==> config.mk <==
export PLATFORM = sky130hd
export DESIGN_NAME = gsa_accum
export DESIGN_NICKNAME = d
export VERILOG_FILES = /design/src/rtl/gsa_pkg.sv /design/src/rtl/gsa_accum.sv
export SDC_FILE = /design/constraint.sdc
export NUM_CORES = 1
export LEC_CHECK = 0
export BUFFER_PORTS_ARGS = -buffer_cell sky130_fd_sc_hd__buf_2
export CORE_MARGIN = 2
export CORE_UTILIZATION = 60
export DETAILED_ROUTE_END_ITERATION = 10
export GPL_ROUTABILITY_DRIVEN = 0
export HOLD_SLACK_MARGIN = 0.05
export MAX_ROUTING_LAYER = met4
export PLACE_DENSITY = 0.77
export SLEW_MARGIN = 20
export SYNTH_ARGS = -nofsm -noshare
export SYNTH_HDL_FRONTEND = slang
export SYNTH_SLANG_ARGS = --single-unit
==> constraint.sdc <==
create_clock -name clk -period 8.98 [get_ports clk]
set_input_delay 0.449 -clock clk [delete_from_list [all_inputs] [get_ports clk]]
set_output_delay 0.449 -clock clk [all_outputs]
set_load 0.01 [all_outputs]
==> src/rtl/gsa_pkg.sv <==
// Shared constants and types for the Gaussian shadow alpha unit.
// No dependencies; imported by gsa_walk, gsa_accum and the top level.
package gsa_pkg;

  localparam int MAX_KERNEL_SIDE = 64;
  localparam int COEF_FRAC_BITS  = 16;

  localparam int STORE_DEPTH = MAX_KERNEL_SIDE * MAX_KERNEL_SIDE;
  localparam int ADDR_W      = $clog2(STORE_DEPTH);
  localparam int SIDE_W      = $clog2(MAX_KERNEL_SIDE + 1);

  localparam int CFG_SIDE_W = 7;
  localparam int OPAC_W     = 17;
  localparam int CFG_DATA_W = 17;
  localparam int IDX_W      = 12;
  localparam int COEF_W     = 16;
  localparam int POS_W      = 16;
  localparam int WIN_W      = 15;
  localparam int ALPHA_W    = 8;

  localparam int CLIP_W = 18;

  localparam int SUM_RAW_W = COEF_W + ADDR_W;
  localparam int ACC_W     = (SUM_RAW_W > COEF_FRAC_BITS + 1) ? SUM_RAW_W : COEF_FRAC_BITS + 1;
  localparam int CLAMP_W   = COEF_FRAC_BITS + 1;
  localparam int PROD_W    = CLAMP_W + OPAC_W;
  localparam int SCALE_W   = PROD_W + 8;
  localparam int SHIFT     = COEF_FRAC_BITS + 16;
  localparam int RES_W     = SCALE_W - SHIFT;

  typedef enum logic {
    CFG_KERNEL_SIDE    = 1'b0,
    CFG_SHADOW_OPACITY = 1'b1
  } cfg_reg_t;

  typedef enum logic {
    OP_WRITE_COEF = 1'b0,
    OP_QUERY      = 1'b1
  } op_t;

  typedef enum logic [2:0] {
    ST_IDLE,
    ST_CLIP,
    ST_BASE,
    ST_WALK,
    ST_DRAIN
  } walk_state_t;

  typedef struct packed {
    logic clear;
    logic rd_en;
    logic last;
  } walk_req_t;

endpackage

==> src/rtl/gsa_accum.sv <==
// Accumulator and output scaler: sums kernel reads, saturates at 1.0 and
// scales by opacity and 255 over a short pipeline. Uses gsa_pkg.
module gsa_accum
  import gsa_pkg::*;
(
  input  logic               clk,
  input  logic               rst_n,
  input  walk_req_t          req,
  input  logic [COEF_W-1:0]  rd_data,
  input  logic [OPAC_W-1:0]  opacity,
  output logic               out_valid,
  output logic [ALPHA_W-1:0] alpha
);

  localparam logic [ACC_W-1:0] ONE = ACC_W'(1) << COEF_FRAC_BITS;

  logic               rd_d1_r, last_d1_r, last_d2_r, v1_r, v2_r, out_valid_r;
  logic [ACC_W-1:0]   sum_r;
  logic [CLAMP_W-1:0] sum_sat;
  logic [PROD_W-1:0]  prod_r;
  logic [SCALE_W-1:0] scale_r;
  logic [RES_W-1:0]   res;
  logic [ALPHA_W-1:0] alpha_r;

  always_ff @(posedge clk) begin
    if (!rst_n) begin
      rd_d1_r     <= 1'b0;
      last_d1_r   <= 1'b0;
      last_d2_r   <= 1'b0;
      v1_r        <= 1'b0;
      v2_r        <= 1'b0;
      out_valid_r <= 1'b0;
    end else begin
      rd_d1_r     <= req.rd_en;
      last_d1_r   <= req.last;
      last_d2_r   <= last_d1_r;
      v1_r        <= last_d2_r;
      v2_r        <= v1_r;
      out_valid_r <= v2_r;
    end
  end

  always_comb begin
    if (sum_r > ONE) begin
      sum_sat = CLAMP_W'(ONE);
    end else begin
      sum_sat = CLAMP_W'(sum_r);
    end
    res = RES_W'(scale_r >> SHIFT);
  end

  always_ff @(posedge clk) begin
    if (req.clear) begin
      sum_r <= '0;
    end else if (rd_d1_r) begin
      sum_r <= sum_r + ACC_W'(rd_data);
    end
    prod_r  <= PROD_W'(sum_sat) * PROD_W'(opacity);
    scale_r <= (SCALE_W'(prod_r) << 8) - SCALE_W'(prod_r);
    if (res > RES_W'(255)) begin
      alpha_r <= '1;
    end else begin
      alpha_r <= ALPHA_W'(res);
    end
  end

  assign out_valid = out_valid_r;
  assign alpha     = alpha_r;

`ifndef SYNTH
  a_no_read_after_last: assert property (@(posedge clk) disable iff (!rst_n)
    last_d1_r |-> !req.rd_en)
    else $error("read issued after last read");

  a_strobe_follows_last: assert property (@(posedge clk) disable iff (!rst_n)
    last_d2_r |=> ##2 out_valid_r)
    else $error("result missing after last read");

  a_single_strobe: assert property (@(posedge clk) disable iff (!rst_n)
    out_valid_r |=> !out_valid_r)
    else $error("result strobe longer than one cycle");
`endif

endmodule

# Word level (Yosys, flattened, before mapping)
# Index checks and enable logic that the tools add are counted.
[totals]
reg_bits = 118
inputBits = 38
out_inout_bits = 9
[classes]
addsub = 2
mul = 1
magnitude_cmp = 2
n_mux = 1
[op_table]
columns = ["operator", "n"]
rows = [
  ["$sub A42 B34 Y42", 1],
  ["$mul A17 B17 Y34", 1],
  ["$add A28 B16 Y28", 1],
  ["$gt A28 B17 Y1 const B", 1],
  ["$mux W17", 1],
  ["$gt A10 B8 Y1 const B", 1],
]

# Depth between registers and ports, before layout
# Gate-level depths: netlist of run 1.
[logic_depth]
ltp_word = 3
ltp_mapped = 28

# Worst setup path before layout of run 1
# No wires, ideal clock.
[synth_timing]
path_kind = "register -> register"
from = "register sum_r[19]"
to = "register prod_r[21]"
arrival_ns = 6.561
setup_slack_ns = 2.298
path_stages_with_launch = 28
cell_sequence = "dfxtp_1 > clkbuf_1 > nor4_1 > nand3_1 > a21oi_1 > clkbuf_1 > and2_1 > clkbuf_1 > nand2_1 > fa_1 > inv_1 > fa_1 > inv_1 > fa_1 > inv_1 > fa_1 > fa_1 > inv_1 > fa_1 > inv_1 > ha_1 > and3_1 > nand2_1 > nor2_1 > a21oi_1 > nor2_1 > a311o_1 > xor2_1"
[synth_between]
elab_chain_len = 3
[synth_rtl]
columns = ["item", "line", "source"]
rows = [
  ["start: declaration", "gsa_accum.sv:18", "logic [ACC_W-1:0] sum_r;"],
  ["start signal: assignment", "gsa_accum.sv:56", "sum_r <= sum_r + ACC_W'(rd_data);"],
  ["$gt A28 B17 Y1", "gsa_accum.sv:44", "if (sum_r > ONE) begin"],
  ["$mux W17", "gsa_accum.sv:44", ""],
  ["$mul A17 B17 Y34", "gsa_accum.sv:58", "prod_r <= PROD_W'(sum_sat) * PROD_W'(opacity);"],
  ["end signal: assignment", "gsa_accum.sv:58", ""],
  ["end: declaration", "gsa_accum.sv:20", "logic [PROD_W-1:0] prod_r;"],
]
# No other way between the ends.
# A chain may end at the register's enable or synchronous reset.

# Worst setup path after layout of run 1
[layout_timing]
from = "register sum_r[1]"
to = "register prod_r[32]"
[layout_between]
elab_chain_len = 3
[layout_rtl]
columns = ["item", "line"]
rows = [
  ["$gt A28 B17 Y1", "gsa_accum.sv:44"],
  ["$mux W17 (*)", "gsa_accum.sv:44"],
  ["$mul A17 B17 Y34 (*)", "gsa_accum.sv:58"],
]
# Every way passes the cells marked *; elsewhere a longest branch is shown, timed or not.

==> results of run 1 <==
-- worst min path at each step --
stage / endpoint / startpoint
after floorplan: alpha[0] / scale_r[32]
after global placement: alpha[1] / scale_r[33]
after detailed placement: alpha[3] / scale_r[35]
after CTS: rd_d1_r / req[1]
after global routing: rd_d1_r / req[1]
final: rd_d1_r / req[1]
-- layer usage --
layer  track usage (%)  share of wire (%)
met4              12.8                3.9
met1              37.5                 41
met3              4.68                7.0
met5                 -                  0
met2              51.2                 48
-- worst max-delay path: stages, from the launching register on --
cell and delay [ns]:
dfxtp_1 0.54, nor4_1 0.55, nand4_1 0.23, a21oi_4 0.21
buf_12 0.35, and2_1 0.53, nand2_1 0.15, fa_1 0.53
inv_1 0.05, fa_1 0.54, fa_1 0.47, fa_1 0.53
fa_1 0.54, inv_1 0.06, fa_1 0.53, inv_1 0.04
ha_1 0.41, a21oi_1 0.20, o21ai_0 0.14, nand2_1 0.10
o211ai_1 0.18, a2111oi_0 0.49, a211oi_1 0.11, xor2_1 0.16
-- stage by stage --
stage | setup WS (ns) | hold WS, ns | cell area [sq um] | total power, mW | cells
2_1_floorplan | 2.30 | 0.384 | 14300 | 1.91 | 1646
3_3_place_gp | 1.44 | 0.389 | 14600 | 2.26 | 1935
3_5_place_dp | 1.27 | 0.391 | 14600 | 2.31 | 1935
4_1_cts | 1.24 | 0.288 | 14900 | 2.72 | 1950
5_1_grt | 0.637 | 0.284 | 14900 | 3.00 | 1950
6_report | 1.20 | 0.288 | 14900 | 2.73 | 1950
-- cells by family (layout without fill, tap and decap cells) --
logic type,after synthesis,after routing,share of synthesized area [%]
and+or+nand+nor,524,524,18.9
buffers and inverters,403,388,10.6
adders and majority gates,375,375,44.7
AOI/OAI and AO/OA,196,196,9.88
DFF,86,86,12.1
xor gates and xnor gates,54,54,3.31
muxes,8,8,0.561
-- flip-flops by register name, summed over array words and instances (netlist names) --
name       cells
alpha          8
last_d1_r      1
last_d2_r      1
out_valid      1
prod_r        34
rd_d1_r        1
scale_r       10
sum_r         28
v1_r           1
v2_r           1
-- power breakdown --
part           switching (mW)  leakage (nW)  internal [mW]
clock                   0.187         0.135          0.217
combinational            1.04          6.97          0.692
sequential             0.0867         0.711          0.503
total                    1.32          7.82           1.41
-- cells in the final DEF (no fill, tap or decap), types with 14 or more instances in the layout --
| cell | instances |
|---|---|
| a211oi_1 | 18 |
| a21o_1 | 25 |
| a21oi_1 | 48 |
| and2_1 | 32 |
| and3_1 | 121 |
| buf_2 | 46 |
| dfxtp_1 | 86 |
| fa_1 | 225 |
| ha_1 | 150 |
| inv_1 | 324 |
| nand2_1 | 196 |
| nand3_1 | 21 |
| nand4_1 | 14 |
| nor2_1 | 53 |
| nor4_1 | 15 |
| o21a_1 | 14 |
| o21ai_0 | 14 |
| or3_1 | 14 |
| xnor2_1 | 36 |
| xor2_1 | 18 |
-- layout make-up --
| cell class | instances | share of cell area, % |
|---|---|---|
| Timing Repair Buffer | 48 | 1.73 |
| Sequential cell | 86 | 11.5 |
| Tap cell | 319 | 2.67 |
| Clock buffer | 9 | 1.51 |
| Inverter | 325 | 8.17 |
| Multi-Input combinational cell | 1157 | 73.9 |
| Clock inverter | 6 | 0.469 |
==> impl_metrics.ini, run 1 <==
[outcome]
status = complete, no violations

[layout]
nFillCells = 1987
seq_area_sq_um = 1720
finalNetCount = 2040
antennaDiodeCount = 0
utilization_pct = 63.8
layout-drive-gt1-share_pct = 5.27
multi_input_area_sq_um = 11000
area_delta_synth_final_pct = 4.67

[yosys]
yosysWarnings = 0
synth_common_cells = inv_1 (324), fa_1 (225), nand2_1 (196)
synth_most_common_cell = inv_1
seq_area_frac_synth_pct = 12.1
synth_area_leaders = fa_1 (32%), ha_1 (13%), dfxtp_1 (12%), inv_1 (8.5%), and3_1 (5.3%)
yosysUniqueCellTypes = 71
async_flop_share_pct = 0
syn-num-nets = 2059
synth_area_per_cell_sq_um = 8.67
synth_cells = 1646
syn_area_sq_um = 14300
synth_edf_count = 0
synth_top_area_share_pct = 31.6
ys_ff_latch = 86
synth_largest_area_cell = fa_1
synth_ff_type = dfxtp_1

[detailed_routing]
drt_wl_total_um = 34400
routedWlPerCell_um = 17.7
drc = 0
ant_nets = 0
vias = 11432
firstDrtPassIters = 5
routed_via_density = 5.86
drt_iter0_drc = 1029

[floorplanning]
rows = 56
core_area_sq_um = 23400
die_x_um = 158
die_h_um = 158
initial_core_util_pct = 61.0
dieArea_sq_um = 25000
num_io_pins = 47

[power]
p_leak_nw = 7.82
power_density_nw_per_um2 = 183
ir_drop_uv = 125

[global_routing]
overflow = 0
grt_pass1_wl_um = 58400
grt_pass1_vias = 12092
grt_max_degree = 131
grt_usage_pct = 30.7
antenna_found_initial = 1

[run]
maxCapViolCount = 0

[worst_setup_path]
r2r_cells = 23
reg2reg_from = sum_r[1]
rrSetupSlack_ns = 1.20
rr_endpoint = prod_r[32]
crit_start = sum_r[1]
crit_fanout = 130
end_kind = register
worst-setup-path-type = register to register
endpoint = prod_r[32]
start_kind = register
critPathRequiredTime_ns = 9.21
crit_arrival_ns = 8.00

[timing]
maxSlewViolCount = 0
fin_skew_ns = 0.0134
grt_setup_unrepaired = no
fin_tns_setup_ns = 0
max_freq_mhz = 129
period_needed_ns = 7.78
relSlewSlack_pct = 52.4
worst_pin_slew_ns = 0.714
hold_viol = 0
setup_viol = 0
finalCritPeriodShare_pct = 86.6

[cts]
htree_levels = 3
cts_buffers = 9
clockRootBuffer = clkbuf_16
holdBufCountCts = 0
cts_tree = yes
path_clk_slew_ns = 0.08
cts_buffer_depth = 2
postCtsSetupRepairBufs = 0
cts.sinks = 86
cts_resized = 0
clkLatencyLatePin_ns = 0.36

[placement]
port_buffers = 46
dpl.hpwl_um = 27300

[worst_hold_path]
hold_depth = 2
hold_class = input port to register
Note: power is estimated with default switching activity, not from simulation.
==> run 2, diff against run 1 <==
--- a/config.mk
+++ b/config.mk
@@ -10,6 +10,7 @@
 export CORE_UTILIZATION = 60
 export DETAILED_ROUTE_END_ITERATION = 10
 export GPL_ROUTABILITY_DRIVEN = 0
+export GPL_TIMING_DRIVEN = 0
 export HOLD_SLACK_MARGIN = 0.05
 export MAX_ROUTING_LAYER = met4
 export PLACE_DENSITY = 0.77
==> run 2 against run 1 <==
Count of clock-buffer cells in the layout stayed put. Register-to-register slack worse by 0.38 ns. Worst setup slack worse by 0.38 ns. Utilization is 1.0 points higher. Via count is 3.0% higher. Critical endpoint is now prod_r[33]. Sequential cell count stayed put. Power is 4.2% higher. Routed wire length is 9.0% higher.
==> impl_metrics.ini, run 2 (synthesized netlist as in run 1, its figures left out) <==
[outcome]
status = complete, no violations

[placement]
port_buffers = 43
dpl.hpwl_um = 30100
dp.cells = 2008

[timing]
relSlewSlack_pct = 51.5
period_needed_ns = 8.16
max_freq_mhz = 123
grt_setup_unrepaired = no
setup_viol = 0
worst_pin_slew_ns = 0.727
fin_tns_setup_ns = 0
fin_skew_ns = 0.0227
hold_viol = 0
finalCritPeriodShare_pct = 90.9
maxSlewViolCount = 0

[detailed_routing]
drt_iter0_drc = 1107
drc = 0
ant_nets = 0
vias = 11776
drt_wl_total_um = 37500
routed_via_density = 5.82
firstDrtPassIters = 5
routedWlPerCell_um = 18.5

[worst_setup_path]
start_kind = register
crit_fanout = 10
end_kind = register
worst-setup-path-type = register to register
critPathRequiredTime_ns = 9.25
crit_arrival_ns = 8.43

[floorplanning]
die_h_um = 158
rows = 56
initial_core_util_pct = 61.0
die_x_um = 158
core_area_sq_um = 23400
num_io_pins = 47
dieArea_sq_um = 25000

[layout]
mostFrequentLayoutCell = inv_1
nFillCells = 2009
layout_common_cells = inv_1 (324), fa_1 (225), nand2_1 (196), ha_1 (150), and3_1 (121)
reg_top3 = prod_r (34), sum_r (28), scale_r (10)
largest_register_ffs = 34
finalNetCount = 2113
seq_area_sq_um = 1720
multi_input_area_sq_um = 11000
finalNonFillerCells = 2024
regMostFlops = prod_r
layout-drive-gt1-share_pct = 4.93
area_delta_synth_final_pct = 6.39
antennaDiodeCount = 0

[cts]
cts_buffer_depth = 2
htree_levels = 3
postCtsSetupRepairBufs = 0
cts_buffers = 9
cts.sinks = 86
holdBufCountCts = 0
clockRootBuffer = clkbuf_16
path_clk_slew_ns = 0.09
cts_resized = 0
cts_tree = yes
clkLatencyLatePin_ns = 0.36

[global_routing]
grt_pass1_vias = 12283
overflow = 0
antenna_found_initial = 0
grt_usage_pct = 33.0
grt_pass1_wl_um = 62100
grt_max_degree = 19

[power]
ir_drop_uv = 145
p_leak_nw = 7.90
power_density_nw_per_um2 = 187
finalPower_mw = 2.84

[worst_hold_path]
hold_class = input port to register

[run]
maxCapViolCount = 0
==> run 2: stage by stage <==
stage	utilization, %	setup slack (ns)	hold WS [ns]	instance area [sq um]
after floorplan	-	2.30	0.384	14300
after detailed placement	63.6	0.967	0.393	14900
final	64.9	0.820	0.286	15200
after global routing	64.9	0.534	0.289	15200
after global placement	63.6	1.04	0.389	14900
after CTS	64.9	0.924	0.289	15200
==> run 2: cell type report <==
type,instances,share of cell area (%)
tap,319,2.63
inverter,325,8.03
buffer,78,1.95
timing repair buffer,43,1.42
multi-input combinational,1157,72.7
clock buffer,9,1.48
clock inverter,7,0.478
sequential,86,11.3
==> run 2: worst paths after layout <==
| check | start | endpoint | slack (ns) | depth (start not counted) |
|---|---|---|---|---|
| worst max-delay path | sum_r[19] | prod_r[33] | 0.82 | 25 |
| worst min-delay path | req[1] | rd_d1_r | 0.29 | 2 |
| worst max register to register | sum_r[19] | prod_r[33] | 0.82 | 25 |
| worst min register to register | scale_r[37] | alpha[5] | 0.40 | 1 |
==> run 2: critical path, cell delays in order (launching register included) <==
cell and delay, ns:
dfxtp_1 0.30, clkbuf_1 0.18, nor4_1 0.31, nand3_1 0.18, a21oi_1 0.27, clkbuf_1 0.42
and2_1 0.32, clkbuf_1 0.55, nand2_1 0.18, fa_1 0.58, fa_1 0.45, fa_1 0.49
fa_1 0.49, inv_1 0.06, fa_1 0.53, inv_1 0.06, fa_1 0.52, inv_1 0.04
ha_1 0.35, o21a_1 0.13, nor2_1 0.26, nor2_1 0.09, a21oi_1 0.50, o2111ai_1 0.24
a221oi_1 0.36, xnor2_1 0.18
==> run 2: routing by layer <==
| metal | up-vias | GRT usage [%] | routed length, um |
|---|---|---|---|
| li1 | 5420 | - | - |
| met1 | 5711 | 41.0 | 15300 |
| met2 | 529 | 53.6 | 17500 |
| met3 | 116 | 6.41 | 3080 |
| met4 | 0 | 13.2 | 1590 |
| met5 | - | - | 0 |
==> run 2: power breakdown <==
part / switching, mW / internal, mW / total [mW]
registers: 0.0798 / 0.503 / 0.583
clock network: 0.198 / 0.198 / 0.395
logic: 1.15 / 0.711 / 1.86
