`src/rtl/gsa_pkg.sv`:
```
// Shared constants and types for the Gaussian shadow alpha unit.
// No dependencies; imported by gsa_walk, gsa_accum and the top level.
package gsa_pkg;

  localparam int MAX_KERNEL_SIDE = 64;
  localparam int COEF_FRAC_BITS  = 16;

  localparam int STORE_DEPTH = MAX_KERNEL_SIDE * MAX_KERNEL_SIDE;
  localparam int ADDR_W      = $clog2(STORE_DEPTH);
  localparam int SIDE_W      = $clog2(MAX_KERNEL_SIDE + 1);

  localparam int CFG_SIDE_W = 7;
  localparam int OPAC_W     = 17;
  localparam int CFG_DATA_W = 17;
  localparam int IDX_W      = 12;
  localparam int COEF_W     = 16;
  localparam int POS_W      = 16;
  localparam int WIN_W      = 15;
  localparam int ALPHA_W    = 8;

  localparam int CLIP_W = 18;

  localparam int SUM_RAW_W = COEF_W + ADDR_W;
  localparam int ACC_W     = (SUM_RAW_W > COEF_FRAC_BITS + 1) ? SUM_RAW_W : COEF_FRAC_BITS + 1;
  localparam int CLAMP_W   = COEF_FRAC_BITS + 1;
  localparam int PROD_W    = CLAMP_W + OPAC_W;
  localparam int SCALE_W   = PROD_W + 8;
  localparam int SHIFT     = COEF_FRAC_BITS + 16;
  localparam int RES_W     = SCALE_W - SHIFT;

  typedef enum logic {
    CFG_KERNEL_SIDE    = 1'b0,
    CFG_SHADOW_OPACITY = 1'b1
  } cfg_reg_t;

  typedef enum logic {
    OP_WRITE_COEF = 1'b0,
    OP_QUERY      = 1'b1
  } op_t;

  typedef enum logic [2:0] {
    ST_IDLE,
    ST_CLIP,
    ST_BASE,
    ST_WALK,
    ST_DRAIN
  } walk_state_t;

  typedef struct packed {
    logic clear;
    logic rd_en;
    logic last;
  } walk_req_t;

endpackage

```
`src/rtl/gsa_walk.sv`:
```
// Query sequencer: clips the centered kernel to the window and walks the
// clipped rectangle of the kernel store, one read per cycle. Uses gsa_pkg.
module gsa_walk
  import gsa_pkg::*;
(
  input  logic                        clk,
  input  logic                        rst_n,
  input  logic [CFG_SIDE_W-1:0]       side,
  input  logic                        q_start,
  input  logic signed [POS_W-1:0]     px,
  input  logic signed [POS_W-1:0]     py,
  input  logic [WIN_W-1:0]            w,
  input  logic [WIN_W-1:0]            h,
  input  logic                        done,
  output logic                        busy,
  output walk_req_t                   req,
  output logic [ADDR_W-1:0]           rd_addr
);

  walk_state_t state_r, state_nxt;

  logic signed [POS_W-1:0] px_r, py_r;
  logic [WIN_W-1:0]        w_r, h_r;
  logic [SIDE_W-1:0]       side_r, side_nxt;
  logic [SIDE_W-1:0]       xs_r, xe_r, ys_r, ye_r;
  logic [SIDE_W-1:0]       xs_nxt, xe_nxt, ys_nxt, ye_nxt;
  logic [SIDE_W-1:0]       col_r, col_nxt, row_r, row_nxt;
  logic [ADDR_W-1:0]       base_r, base_nxt;

  logic [SIDE_W-1:0]       side_eff;
  logic signed [CLIP_W-1:0] cen_s, px_s, py_s, w_s, h_s;

  function automatic logic [SIDE_W-1:0] clip_side(input logic signed [CLIP_W-1:0] v,
                                                  input logic [SIDE_W-1:0] s);
    logic signed [CLIP_W-1:0] s_ext;
    s_ext = CLIP_W'(s);
    if (v < 0) begin
      return '0;
    end else if (v > s_ext) begin
      return s;
    end else begin
      return v[SIDE_W-1:0];
    end
  endfunction

  always_comb begin
    if (32'(side) > 32'(MAX_KERNEL_SIDE)) begin
      side_eff = SIDE_W'(MAX_KERNEL_SIDE);
    end else begin
      side_eff = SIDE_W'(side);
    end
    cen_s = CLIP_W'(side_eff >> 1);
    px_s  = CLIP_W'(px_r);
    py_s  = CLIP_W'(py_r);
    w_s   = CLIP_W'(w_r);
    h_s   = CLIP_W'(h_r);
  end

  always_ff @(posedge clk) begin
    if (!rst_n) begin
      state_r <= ST_IDLE;
    end else begin
      state_r <= state_nxt;
    end
  end

  always_ff @(posedge clk) begin
    if (state_r == ST_IDLE && q_start) begin
      px_r <= px;
      py_r <= py;
      w_r  <= w;
      h_r  <= h;
    end
    side_r <= side_nxt;
    xs_r   <= xs_nxt;
    xe_r   <= xe_nxt;
    ys_r   <= ys_nxt;
    ye_r   <= ye_nxt;
    col_r  <= col_nxt;
    row_r  <= row_nxt;
    base_r <= base_nxt;
  end

  always_comb begin
    state_nxt = state_r;
    side_nxt  = side_r;
    xs_nxt    = xs_r;
    xe_nxt    = xe_r;
    ys_nxt    = ys_r;
    ye_nxt    = ye_r;
    col_nxt   = col_r;
    row_nxt   = row_r;
    base_nxt  = base_r;
    req       = '0;
    rd_addr   = base_r + ADDR_W'(col_r);
    unique case (state_r)
      ST_IDLE: begin
        if (q_start) begin
          state_nxt = ST_CLIP;
        end
      end
      ST_CLIP: begin
        req.clear = 1'b1;
        side_nxt  = side_eff;
        xs_nxt    = clip_side(cen_s - px_s, side_eff);
        xe_nxt    = clip_side(w_s + cen_s - px_s, side_eff);
        ys_nxt    = clip_side(cen_s - py_s, side_eff);
        ye_nxt    = clip_side(h_s + cen_s - py_s, side_eff);
        state_nxt = ST_BASE;
      end
      ST_BASE: begin
        if (xs_r >= xe_r || ys_r >= ye_r) begin
          req.last  = 1'b1;
          state_nxt = ST_DRAIN;
        end else begin
          base_nxt  = ADDR_W'(ys_r) * ADDR_W'(side_r);
          col_nxt   = xs_r;
          row_nxt   = ys_r;
          state_nxt = ST_WALK;
        end
      end
      ST_WALK: begin
        req.rd_en = 1'b1;
        if (col_r == xe_r - SIDE_W'(1)) begin
          col_nxt  = xs_r;
          row_nxt  = row_r + SIDE_W'(1);
          base_nxt = base_r + ADDR_W'(side_r);
          if (row_r == ye_r - SIDE_W'(1)) begin
            req.last  = 1'b1;
            state_nxt = ST_DRAIN;
          end
        end else begin
          col_nxt = col_r + SIDE_W'(1);
        end
      end
      ST_DRAIN: begin
        if (done) begin
          state_nxt = ST_IDLE;
        end
      end
      default: begin
        state_nxt = ST_IDLE;
      end
    endcase
  end

  assign busy = (state_r != ST_IDLE);

`ifndef SYNTH
  a_read_only_in_walk: assert property (@(posedge clk) disable iff (!rst_n)
    req.rd_en |-> state_r == ST_WALK)
    else $error("kernel read outside walk");

  a_last_then_drain: assert property (@(posedge clk) disable iff (!rst_n)
    req.last |=> state_r == ST_DRAIN)
    else $error("last read not followed by drain");

  a_done_in_drain: assert property (@(posedge clk) disable iff (!rst_n)
    done |-> state_r == ST_DRAIN)
    else $error("result strobe outside drain");
`endif

endmodule

```
`config.mk`:
```
export PLATFORM = sky130hd
export DESIGN_NAME = gsa_walk
export DESIGN_NICKNAME = d
export VERILOG_FILES = /design/src/rtl/gsa_pkg.sv /design/src/rtl/gsa_walk.sv
export SDC_FILE = /design/constraint.sdc
export NUM_CORES = 1
export LEC_CHECK = 0
export BUFFER_PORTS_ARGS = -buffer_cell sky130_fd_sc_hd__buf_2
export CAP_MARGIN = 20
export CORE_UTILIZATION = 60
export CTS_BUF_LIST = sky130_fd_sc_hd__clkbuf_4
export CTS_CLUSTER_SIZE = 20
export DETAILED_ROUTE_END_ITERATION = 10
export PLACE_DENSITY = 0.8
export SKIP_LAST_GASP = 1
export SYNTH_ARGS = -nofsm -noshare
export SYNTH_HDL_FRONTEND = slang
export SYNTH_SLANG_ARGS = --single-unit
```
`constraint.sdc`:
```
create_clock -name clk -period 13.6 [get_ports clk]
set_input_delay 3.4 -clock clk [delete_from_list [all_inputs] [get_ports clk]]
set_output_delay 3.4 -clock clk [all_outputs]
set_load 0.1 [all_outputs]
```
# [After elaboration in Yosys (flattened, before gate mapping)]
# Index checks and enable logic that the tools add are counted.
[op_classes] eq_ne=11 add_sub_neg=12 reduce_logical=8 n_mux=26 multipliers=1 n_lt_le_gt_ge=11
[op_table] operator="$mux W7" count=9
[op_table] operator="$gt A18 B8 Y1" count=2
[op_table] operator="$lt A18 B1 Y1 const B" count=2
[op_table] operator="$sub A17 B16 Y18" count=2
[op_table] operator="$gt A17 B8 Y1" count=2
[op_table] operator="$lt A17 B1 Y1 const B" count=2
[op_table] operator="$sub A7 B16 Y17" count=2
[op_table] operator="$add A15 B6 Y16" count=2
[op_table] operator="$pmux W7 S2" count=2
[op_table] operator="$add A12 B7 Y12" count=2
[op_table] operator="$mux W12" count=2
[op_table] operator="$pmux W12 S2" count=1
[op_table] operator="$mux W3" count=5
[op_table] operator="$pmux W3 S5" count=1
[op_table] operator="$add A7 B1 Y7 const B" count=2
[op_table] operator="$eq A7 B7 Y1" count=2
[op_table] operator="$ge A7 B7 Y1" count=2
[op_table] operator="$sub A7 B1 Y7 const B" count=2
[op_table] operator="$mul A7 B7 Y12" count=1
[op_table] operator="$ne A2 B2 Y1 const B" count=5
[op_table] operator="$gt A7 B7 Y1 const B" count=1
[op_table] operator="$eq A3 B2 Y1 const B" count=2
[op_table] operator="$mux W1" count=5
[op_table] operator="$reduce_and A4 Y1" count=1
[op_table] operator="10 further kinds" count=10
[totals] elab_cells=82 reg_bits=126

# [Logic depth before layout (Yosys ltp)]
# Gate-level depths: netlist of run 1.
[logic_depth] word_depth=6 mapped_depth=24 ltp_nobuf=24

# [Least setup slack after synthesis of run 1]
# Ideal clock, no wire load.
[synth_timing] path_type="register to output" startpoint="register state_r[0]" endpoint="output port req[2] (netlist name)" stages_incl_launch_ff=3 required_ps=10200 slack_ps=4888 t_arrival_ps=5312 path_cell_list="dfxtp_1 -> clkbuf_1 -> nor3b_1"
[synth_rtl] item="start, declared" line="gsa_walk.sv:20" source="walk_state_t state_r, state_nxt;"
[synth_rtl] item="start signal, assigned" line="gsa_walk.sv:63" source="state_r <= state_nxt;"
[synth_rtl] item="end, declared" line="gsa_walk.sv:16" source="output walk_req_t req,"

# [Final worst setup path of run 1]
[layout_timing] startpoint="input port side[6]" endpoint="register ye_r[5] (data pin)"
[layout_between] elab_chain_cells=6 elab_cells_between_ends=7
[layout_lines] item="start, declared" line="gsa_walk.sv:8" source="input logic [CFG_SIDE_W-1:0] side,"
[layout_lines] item="$gt A7 B7 Y1 *" line="gsa_walk.sv:47" source="if (32'(side) > 32'(MAX_KERNEL_SIDE)) begin"
[layout_lines] item="$mux W7 *" line="gsa_walk.sv:47"
[layout_lines] item="named net side_eff[1]" line="gsa_walk.sv:30" source="logic [SIDE_W-1:0] side_eff;"
[layout_lines] item="$add A15 B6 Y16" line="gsa_walk.sv:108" source="ye_nxt = clip_side(h_s + cen_s - py_s, side_eff);"
[layout_lines] item="$sub A17 B16 Y18" line="gsa_walk.sv:108"
[layout_lines] item="$gt A18 B8 Y1" line="gsa_walk.sv:39" source="end else if (v > s_ext) begin"
[layout_lines] item="$mux W7" line="gsa_walk.sv:39"
[layout_lines] item="end signal, assigned" line="gsa_walk.sv:78" source="ye_r <= ye_nxt;"
[layout_lines] item="end, declared" line="gsa_walk.sv:25" source="logic [SIDE_W-1:0] xs_r, xe_r, ys_r, ye_r;"
# The timed path passes the listed nets; every way through them passes the cells marked *.
# A chain may end at the register's enable or synchronous reset.

==> results of run 1 <==
## through the flow
step | util, % | area (um2) | power, mW | instances | setup slack [ns]
floorplan | - | 11350 | 1.299 | 1198 | 4.888
global placement | 66.01 | 12060 | 1.466 | 1506 | 4.552
detailed placement | 66.01 | 12060 | 1.497 | 1506 | 4.313
CTS | 67.68 | 12360 | 1.792 | 1538 | 4.888
global route | 67.69 | 12370 | 1.930 | 1539 | 4.361
finish | 67.69 | 12370 | 1.794 | 1539 | 4.699
## power by group through the flow
stage / clock network, mW / logic [mW] / registers [mW]
finish: 0.290 / 0.949 / 0.555
global route: 0.306 / 1.06 / 0.560
CTS: 0.293 / 0.945 / 0.554
detailed placement: 0 / 0.935 / 0.562
global placement: 0 / 0.905 / 0.561
floorplan: 0 / 0.756 / 0.543
## registers in the layout (all words and copies together) (netlist names), 12 cells and up
| register | cells |
|---|---|
| base_r | 12 |
| h_r | 15 |
| px_r | 16 |
| py_r | 16 |
| w_r | 15 |
## path summary, 6_finish.rpt
check	end	cells past startpoint	slack (ns)
min reg2reg	col_r[0]	2	0.60
min	col_r[0]	2	0.60
max reg2reg	ye_r[5]	21	8.36
max	ye_r[5]	25	4.70
## layer usage
metal  global-route usage [%]  wire (um)  up-vias  part of all wire [%]
met2                    44.80      11760      309                    46
met4                    11.29        796        0                   3.1
met1                    35.25      11270     4232                    45
met3                    4.336       1486       48                   5.9
li1                         -          -     4456                     -
met5                        0          0        -                     0
## cell families (layout without fill, tap and decap cells)
family / Yosys count / after routing / synth area share [%]
AO/OA/AOI/OAI: 262 / 262 / 14.87
adder cells (fa/ha/maj): 174 / 174 / 21.24
AND/OR/NAND/NOR: 360 / 360 / 15.30
buffers and inverters: 139 / 250 / 4.599
XOR/XNOR: 110 / 110 / 8.491
flip-flops: 126 / 126 / 33.08
other: 0 / 1 / 0
multiplexers: 27 / 27 / 2.426
## worst min-delay path, cell delays in order (launching register included)
cell and delay (ns):
sky130_fd_sc_hd__edfxtp_1 0.37, sky130_fd_sc_hd__nand2_1 0.05, sky130_fd_sc_hd__o21ai_0 0.06
## cell usage in the layout, fill, tap and decap left out, types with 21 or more instances in the layout
master	netlist	final
sky130_fd_sc_hd__ha_1	143	143
sky130_fd_sc_hd__nand2_1	129	129
sky130_fd_sc_hd__inv_1	123	123
sky130_fd_sc_hd__edfxtp_1	123	123
sky130_fd_sc_hd__nor2_1	90	90
sky130_fd_sc_hd__buf_2	0	88
sky130_fd_sc_hd__xnor2_1	79	79
sky130_fd_sc_hd__a21oi_1	72	72
sky130_fd_sc_hd__o21ai_0	44	43
sky130_fd_sc_hd__xor2_1	31	31
sky130_fd_sc_hd__fa_1	31	31
sky130_fd_sc_hd__nand3_1	30	30
sky130_fd_sc_hd__a21o_1	29	29
sky130_fd_sc_hd__mux2i_1	23	23
sky130_fd_sc_hd__o21ai_1	20	21
sky130_fd_sc_hd__and2_1	22	21
## layout make-up
cell class | instances | area, um2 | area share, %
clock buffer | 17 | 127.6 | 1.032
multi-input combinational | 933 | 7077 | 57.22
sequential | 126 | 3754 | 30.35
timing repair buffer | 92 | 470.5 | 3.804
tap | 229 | 286.5 | 2.317
inverter | 126 | 473.0 | 3.824
clock inverter | 15 | 176.4 | 1.427
antenna | 1 | 2.502 | 0.02023
==> results.txt, run 1 <==
The length of the first detailed-routing pass in iterations is 5, and the post-synthesis instance area is 0.01135 mm2. In this run, the combinational gates consume 52.9% of the power. TritonCTS built the clock tree. The number of port buffers was 88.

The number of antenna violations at the first check in global routing came out at 1. Synthesis inferred 126 register bits. For the worst-skew pair, the clock arrives at the later sink with an insertion delay of 0.58 ns.

The post-route worst hold slack was 0.5961 ns; the total DRC errors in the routed layout was 0. The category of the worst setup path launch point is an input port. The most repeated cell in the gate-level netlist after synthesis was sky130_fd_sc_hd__ha_1. The area of the placeable core is 0.01827 mm2. The critical path is of the in -> reg type. The run finished with clean final reports. The run gives 41,370 um as the global-route wire length before repair. The number of hold-repair buffers added at the cts stage is 0, and the number of nets at the end of the flow is 1,543. The remaining number of nets flagged by the antenna check after routing is 0, and the net switching component of the power is 796.0 uW. Entering global routing, the biggest net connects 63 pins. Setup violations remaining at the end of the flow were counted as 0.

The startpoint identified for the worst hold timing path is xs_r[0]. The initial cell density of the core is 62.10%. The sequential cell area fraction in the yosys report was 33.08%. The largest clock skew in the final design was 0.02292 ns; the static power due to leakage was 5.562 nW. The post-synthesis average cell area works out to 9.471 um2. Largest area contributor in the netlist: sky130_fd_sc_hd__edfxtp_1. In this run the vertical extent of the chip is 139.5 um. The largest single stage delay on the critical path is 0.47 ns.

The detailed router placed 9,045 vias in this run. For this run, asynchronously set or reset flops after synthesis account for 0%. For this run, the top clock speed supported by timing is 112.3 MHz. Net switching is 44.36% of the power. The number of global-route vias before repair is 8,698. Among all stages on the critical path, the largest delay is contributed by sky130_fd_sc_hd__nor3_4. Relative to the synthesized area, the layout overhead comes to 8.999%.

For the pin with the worst max-slew slack, the measured transition is 1.118 ns. The dominant synthesized flop cell is sky130_fd_sc_hd__edfxtp_1. In this run the worst path has a maximum fanout of 12.

Wires add up to 25,320 um. Worst min-delay path class: reg -> reg. Ratio of routed vias to standard cells: 5.877. After synthesis, the cell types taking the most area are sky130_fd_sc_hd__edfxtp_1, sky130_fd_sc_hd__ha_1, sky130_fd_sc_hd__xnor2_1. The critical path startpoint was side[6]. The run gives 0.9567 as the final weighted congestion in routability-driven placement. CTS placed an instance of sky130_fd_sc_hd__clkbuf_4 at the clock tree root.

The die covers 0.01946 mm2. In the final layout, the share of cells above drive strength 1 is 11.08%. The number of clock buffers inserted by TritonCTS is 17, and the average routed wire per standard cell is 16.45 um. The number of clock sinks seen by CTS came out at 126. The element type at the critical path end is a flip-flop. Width of the die: 139.5 um.

In this run the critical register-to-register path is launched from h_r[0]. The number of buffers and inverters on the critical path is 3. The run gives 27.04% as the total track usage. Post-CTS repair changed the size of 0 cells. Global route total overflow: 0. The logs give 0 for the final max-slew violation count and 614 for the DRC violation total after the first TritonRoute iteration. Once the clock tree was built, the setup fixing pass inserted 0 buffers. The highest ir drop seen on vdd is 0.1036 mV, and the synthesis warning total is 0. Across the run, the number of max-cap violations was 0.

The I/O pin total came out at 89. The clock passes through at most 2 buffers. The H-tree generated during clock tree synthesis spans 4 levels. In the synthesized netlist, the number of instances is 1,198.

After layout, the minimum clock period comes to 8.901 ns. The worst endpoint required time is 14.01 ns, and the internal power is 998.2 uW. The clock network is responsible for 16.2% of the overall power. Number of hold violations in the final report: 0.

Counting the fill cells in the layout gives 1,476. When the netlist entered floorplanning its net count stood at 1,445. After layout, the worst path uses 65.45% of the clock period. By count the netlist is led by sky130_fd_sc_hd__ha_1, sky130_fd_sc_hd__nand2_1, sky130_fd_sc_hd__edfxtp_1, sky130_fd_sc_hd__inv_1, sky130_fd_sc_hd__nor2_1. The total power density per cell area works out to 145.1 mW/mm2. The number of enable-type register cells in the synthesized netlist was 123.

Registers are responsible for 30.9% of the overall power. Setup total negative slack on the finished layout was measured at 0 ns. STA puts the critical path data arrival time at 9.31 ns. Share of the synthesized area in the top cell type: 32.55%.

After clock tree synthesis, the clock-pin slew on the worst setup and hold paths is 0.14 ns. The tools report the relative max-transition margin as 24.95%. Setup repair after global routing left no endpoint under its margin.

The cell family contributing the most delay on the critical path is simple AND/OR/NAND/NOR gates. The number of distinct library cell variants in the gate-level netlist after synthesis was 75; the number of placement rows was 49. The HPWL after detailed placement is 19,680 um.
Power figures use the tool's default switching activity.
==> run 2: changes to the inputs <==
--- a/config.mk
+++ b/config.mk
@@ -7,11 +7,11 @@
 export LEC_CHECK = 0
 export BUFFER_PORTS_ARGS = -buffer_cell sky130_fd_sc_hd__buf_2
 export CAP_MARGIN = 20
-export CORE_UTILIZATION = 60
+export CORE_UTILIZATION = 57
 export CTS_BUF_LIST = sky130_fd_sc_hd__clkbuf_4
 export CTS_CLUSTER_SIZE = 20
 export DETAILED_ROUTE_END_ITERATION = 10
-export PLACE_DENSITY = 0.8
+export PLACE_DENSITY = 0.79
 export SKIP_LAST_GASP = 1
 export SYNTH_ARGS = -nofsm -noshare
 export SYNTH_HDL_FRONTEND = slang
==> constraint.sdc (replaced) <==
create_clock -name clk -period 7.5 [get_ports clk]
set_input_delay 1.875 -clock clk [delete_from_list [all_inputs] [get_ports clk]]
set_output_delay 1.875 -clock clk [all_outputs]
set_load 0.1 [all_outputs]
==> run 2 against run 1 <==
  * Combinational power up 81%
  * Sequential cell count unchanged
  * Non-clock buffer count rose by 9
  * Highest routed layer unchanged
  * Critical endpoint is now xe_r[0]
  * Register-to-register slack got worse by 5.9 ns
  * Final area grew 0.12%
  * Largest power group unchanged
  * Clock skew is 0.0041 ns higher
  * Core utilization fell by 4.1 points
  * Die area rose by 5.2%
  * Via count down 0.67%
  * Cell count rose by 2.8%
  * Total power up 73%
  * Clock-buffer cell count grew 4
==> results.txt, run 2 (same netlist as run 1, synthesis figures left out) <==
The tools report the worst reg2reg path endpoint as xe_r[0]. Remaining number of nets flagged by the antenna check after routing: 0 (unchanged). The tools report the beginning of the worst hold path as xs_r[2]. In the layout the commonest cells are sky130_fd_sc_hd__ha_1, sky130_fd_sc_hd__nand2_1, sky130_fd_sc_hd__inv_1, sky130_fd_sc_hd__edfxtp_1, sky130_fd_sc_hd__nor2_1.

The kind of critical path was in -> reg. Width of the die: 143.1 um (+2.6%). The vias after detailed routing is 8,984 (-0.67%), and the clock period minus worst slack is 6.547 ns.

The root cell of the clock tree was sky130_fd_sc_hd__clkbuf_4. The depth of the CTS H-tree was 4 (unchanged). The logs give 51 (+4.1%) for the number of placement rows and 1.370 mW (+72%) for the net switching component of the power. The deepest clock path buffer count came out at 2 (unchanged). The largest registers in the layout are px_r x16, py_r x16. The global route total overflow is 0 (unchanged), and the peak fanout along the critical path is 7 (-5).

The placed wire-length estimate was 19,650 um (-0.14%). The highest ir drop seen on vdd is 0.1185 mV (+14%), and the power share of the combinational group is 55.4% (+2.5 points). The internal power was 1.736 mW (+74%).

Final total negative setup slack: 0 ns (unchanged). The combined buffer and inverter count along the critical path is 3 (unchanged), and the total setup violations reported at the end of the flow is 0 (unchanged). The logs give 0.01217 mm2 (+0.93%) for the placed cell area and 0.02047 mm2 (+5.2%) for the full die area. The number of buffers inserted by post-CTS setup repair was 0 (unchanged); the global-route wire length before repair was 40,680 um (-1.7%). Clock-pin slew on the worst setup and hold paths: 0.12 ns (-0.02 ns). The number of clock buffers inserted by TritonCTS is 17 (unchanged), and the final weighted congestion in routability-driven placement is 0.8882 (-7.2%). The run gives 0 (unchanged) as the total of max-cap violations.

The run gives 6.84 ns (-2.47 ns) as the worst endpoint data arrival time. The element type at the critical path end was a flip-flop. DRC violation total after the first TritonRoute iteration: 602 (-2.0%). The worst hold path cell count was 2 (unchanged); the switching portion of total power was 44.10% (-0.26 points).

The logs give 12.4% (-3.8 points) for the fraction of power consumed by the clock network and 5.560 nW (about the same) for the static power due to leakage. Total wire length after detailed routing: 24,510 um (-3.2%). Setup repair after global routing left no endpoint under its margin. The number of hold violations in the final report was 0 (unchanged).

The final critical path takes up 87.29% of the cycle. The ratio of routed vias to standard cells came out at 5.679 (-3.4%). The slowest stage of the critical path is the sky130_fd_sc_hd__fa_1 cell. The flow ran to the end, and the final reports show no timing, DRC or antenna violations. The post-synthesis to final-layout area growth works out to 9.131%. The flop-to-flop setup slack came out at 2.50 ns (-5.86 ns).

The worst min-delay path class was reg -> reg. The I/O pin total was 89 (unchanged). The worst-margin pin slew was 0.9922 ns (-0.1255 ns); the chip height was 143.1 um (+2.6%). The total power density per cell area works out to 250.9 mW/mm2 (+73%). The logs give 32.2% (+1.3 points) for the sequential cell fraction of total power and 0.53 ns (-0.05 ns) for the clock latency on the worst-skew pair. The number of clock sinks seen by CTS is 126 (unchanged), and the summed area of non-filler cells in the final layout is 0.01238 mm2 (+0.12%). TritonCTS built the clock tree. The final max-slew violation count is 0 (unchanged), and the worst slack after detailed placement is 0.4444 ns (-3.868 ns).

The tools report the worst path setup slack after routing as 0.9529 ns (-3.746 ns). The number of global-route vias before repair was 8,676 (-0.25%). The tools report the number of nets at the end of the flow as 1,552 (+0.58%).

The maximum cell stage delay along the critical path was 0.41 ns (-0.06 ns). Leaving out fill and tap cells, the most frequent cell in the layout is sky130_fd_sc_hd__ha_1. Number of hold-repair buffers added at the cts stage: 0 (unchanged). The area of the placeable core is 0.01946 mm2 (+6.5%). The worst-case reg-to-reg path depth came out at 21 (unchanged). The total DRC errors in the routed layout was 0 (unchanged); the number of port buffers was 88 (unchanged). The fraction of layout cells with a size suffix above 1 was 11.32% (+0.25 points); the length of the first detailed-routing pass in iterations was 6 (+1).

The tools report the category of the worst setup path launch point as an input port. On the critical path the largest part of the delay comes from compound AO/OA/AOI/OAI gates. The logs give 63 (unchanged) for the largest net degree at the start of global routing and 0 (unchanged) for the number of gates given a new drive strength after cts.

In this run the critical register-to-register path is launched from w_r[0]. Average routed wire per standard cell: 15.49 um (-5.8%). The tools report the relative max-transition margin as 33.38% (+8.4 points). The worst hold path terminates at col_r[2]. The total track usage was 25.57% (-1.5 points); the worst endpoint required time was 7.79 ns (-6.22 ns). Timing would allow up to 152.7 MHz.

The largest clock skew in the final design is 0.02699 ns (+0.004072 ns), and the number of antenna violations at the first check in global routing is 1 (unchanged). The run gives 58.30% (-3.8 points) as the initial cell density of the core.
==> run 2: cell count changes in the layout (fill, tap and decap cells not counted), sizes merged <==
cell,change
buf,+9
clkinvlp,+1
clkbuf,+4
inv,-8
clkinv,+3
bufinv,-2
==> run 2: final cells by class <==
class / instances / area, um2
fill: 1636 / 7081
multi-input combinational: 933 / 7077
sequential: 126 / 3754
timing repair buffer: 101 / 538.0
inverter: 126 / 473.0
tap: 265 / 331.6
clock buffer: 21 / 157.7
clock inverter: 9 / 48.80
antenna: 1 / 2.502
==> run 2: per-layer routing <==
| layer | part of all wire, % | GRT usage, % | wire [um] | vias to the layer above |
|---|---|---|---|---|
| met5 | 0 | 0 | 0 | - |
| met4 | 2.6 | 10.02 | 645 | 0 |
| li1 | - | - | - | 4467 |
| met3 | 4.9 | 3.756 | 1194 | 48 |
| met1 | 45 | 31.85 | 10940 | 4196 |
| met2 | 48 | 44.49 | 11740 | 273 |
==> run 2: worst register-to-register path: stages, from the launching register on <==
cell and delay [ns]:
sky130_fd_sc_hd__edfxtp_1 0.42, sky130_fd_sc_hd__ha_1 0.25, sky130_fd_sc_hd__fa_1 0.41, sky130_fd_sc_hd__a21oi_1 0.15, sky130_fd_sc_hd__nor2_1 0.05, sky130_fd_sc_hd__nor2_1 0.15, sky130_fd_sc_hd__xnor2_1 0.09, sky130_fd_sc_hd__ha_1 0.35
sky130_fd_sc_hd__o211ai_1 0.10, sky130_fd_sc_hd__a21oi_1 0.31, sky130_fd_sc_hd__nor2b_1 0.10, sky130_fd_sc_hd__xnor2_1 0.21, sky130_fd_sc_hd__ha_1 0.28, sky130_fd_sc_hd__a21oi_1 0.14, sky130_fd_sc_hd__o21ai_0 0.09, sky130_fd_sc_hd__a221oi_1 0.30
sky130_fd_sc_hd__o221ai_1 0.18, sky130_fd_sc_hd__a2111oi_2 0.31, sky130_fd_sc_hd__nand2_1 0.15, sky130_fd_sc_hd__nor3_4 0.32, sky130_fd_sc_hd__o22a_2 0.28, sky130_fd_sc_hd__o22ai_1 0.11
==> run 2: through the flow <==
| step | utilization [%] | hold WS [ns] | std cells | power, mW |
|---|---|---|---|---|
| 6_report | 63.62 | 0.5861 | 1582 | 3.107 |
| 3_3_place_gp | 62.55 | 0.5805 | 1551 | 2.677 |
| 2_1_floorplan | - | 0.5219 | 1198 | 2.356 |
| 4_1_cts | 63.61 | 0.5797 | 1581 | 3.118 |
| 5_1_grt | 63.62 | 0.6041 | 1582 | 3.380 |
| 3_5_place_dp | 62.55 | 0.5820 | 1551 | 2.727 |
==> run 2: power by group through the flow <==
stage | Sequential (mW) | Combinational [mW] | Clock, mW
finish | 1.00 | 1.72 | 0.384
global route | 1.01 | 1.95 | 0.421
CTS | 1.00 | 1.72 | 0.396
detailed placement | 1.02 | 1.71 | 0
global placement | 1.01 | 1.66 | 0
floorplan | 0.985 | 1.37 | 0
==> run 2: worst max-delay path by stage <==
stage | start | end | slack [ns] | cells after the start
floorplan | state_r[0] | req[2] | 0.31 | 2
global placement | side[6] | xe_r[0] | 0.58 | 25
detailed placement | side[6] | xe_r[0] | 0.44 | 24
CTS | side[6] | xe_r[0] | 1.03 | 25
global route | side[6] | xe_r[0] | 0.44 | 25
finish | side[6] | xe_r[0] | 0.95 | 25
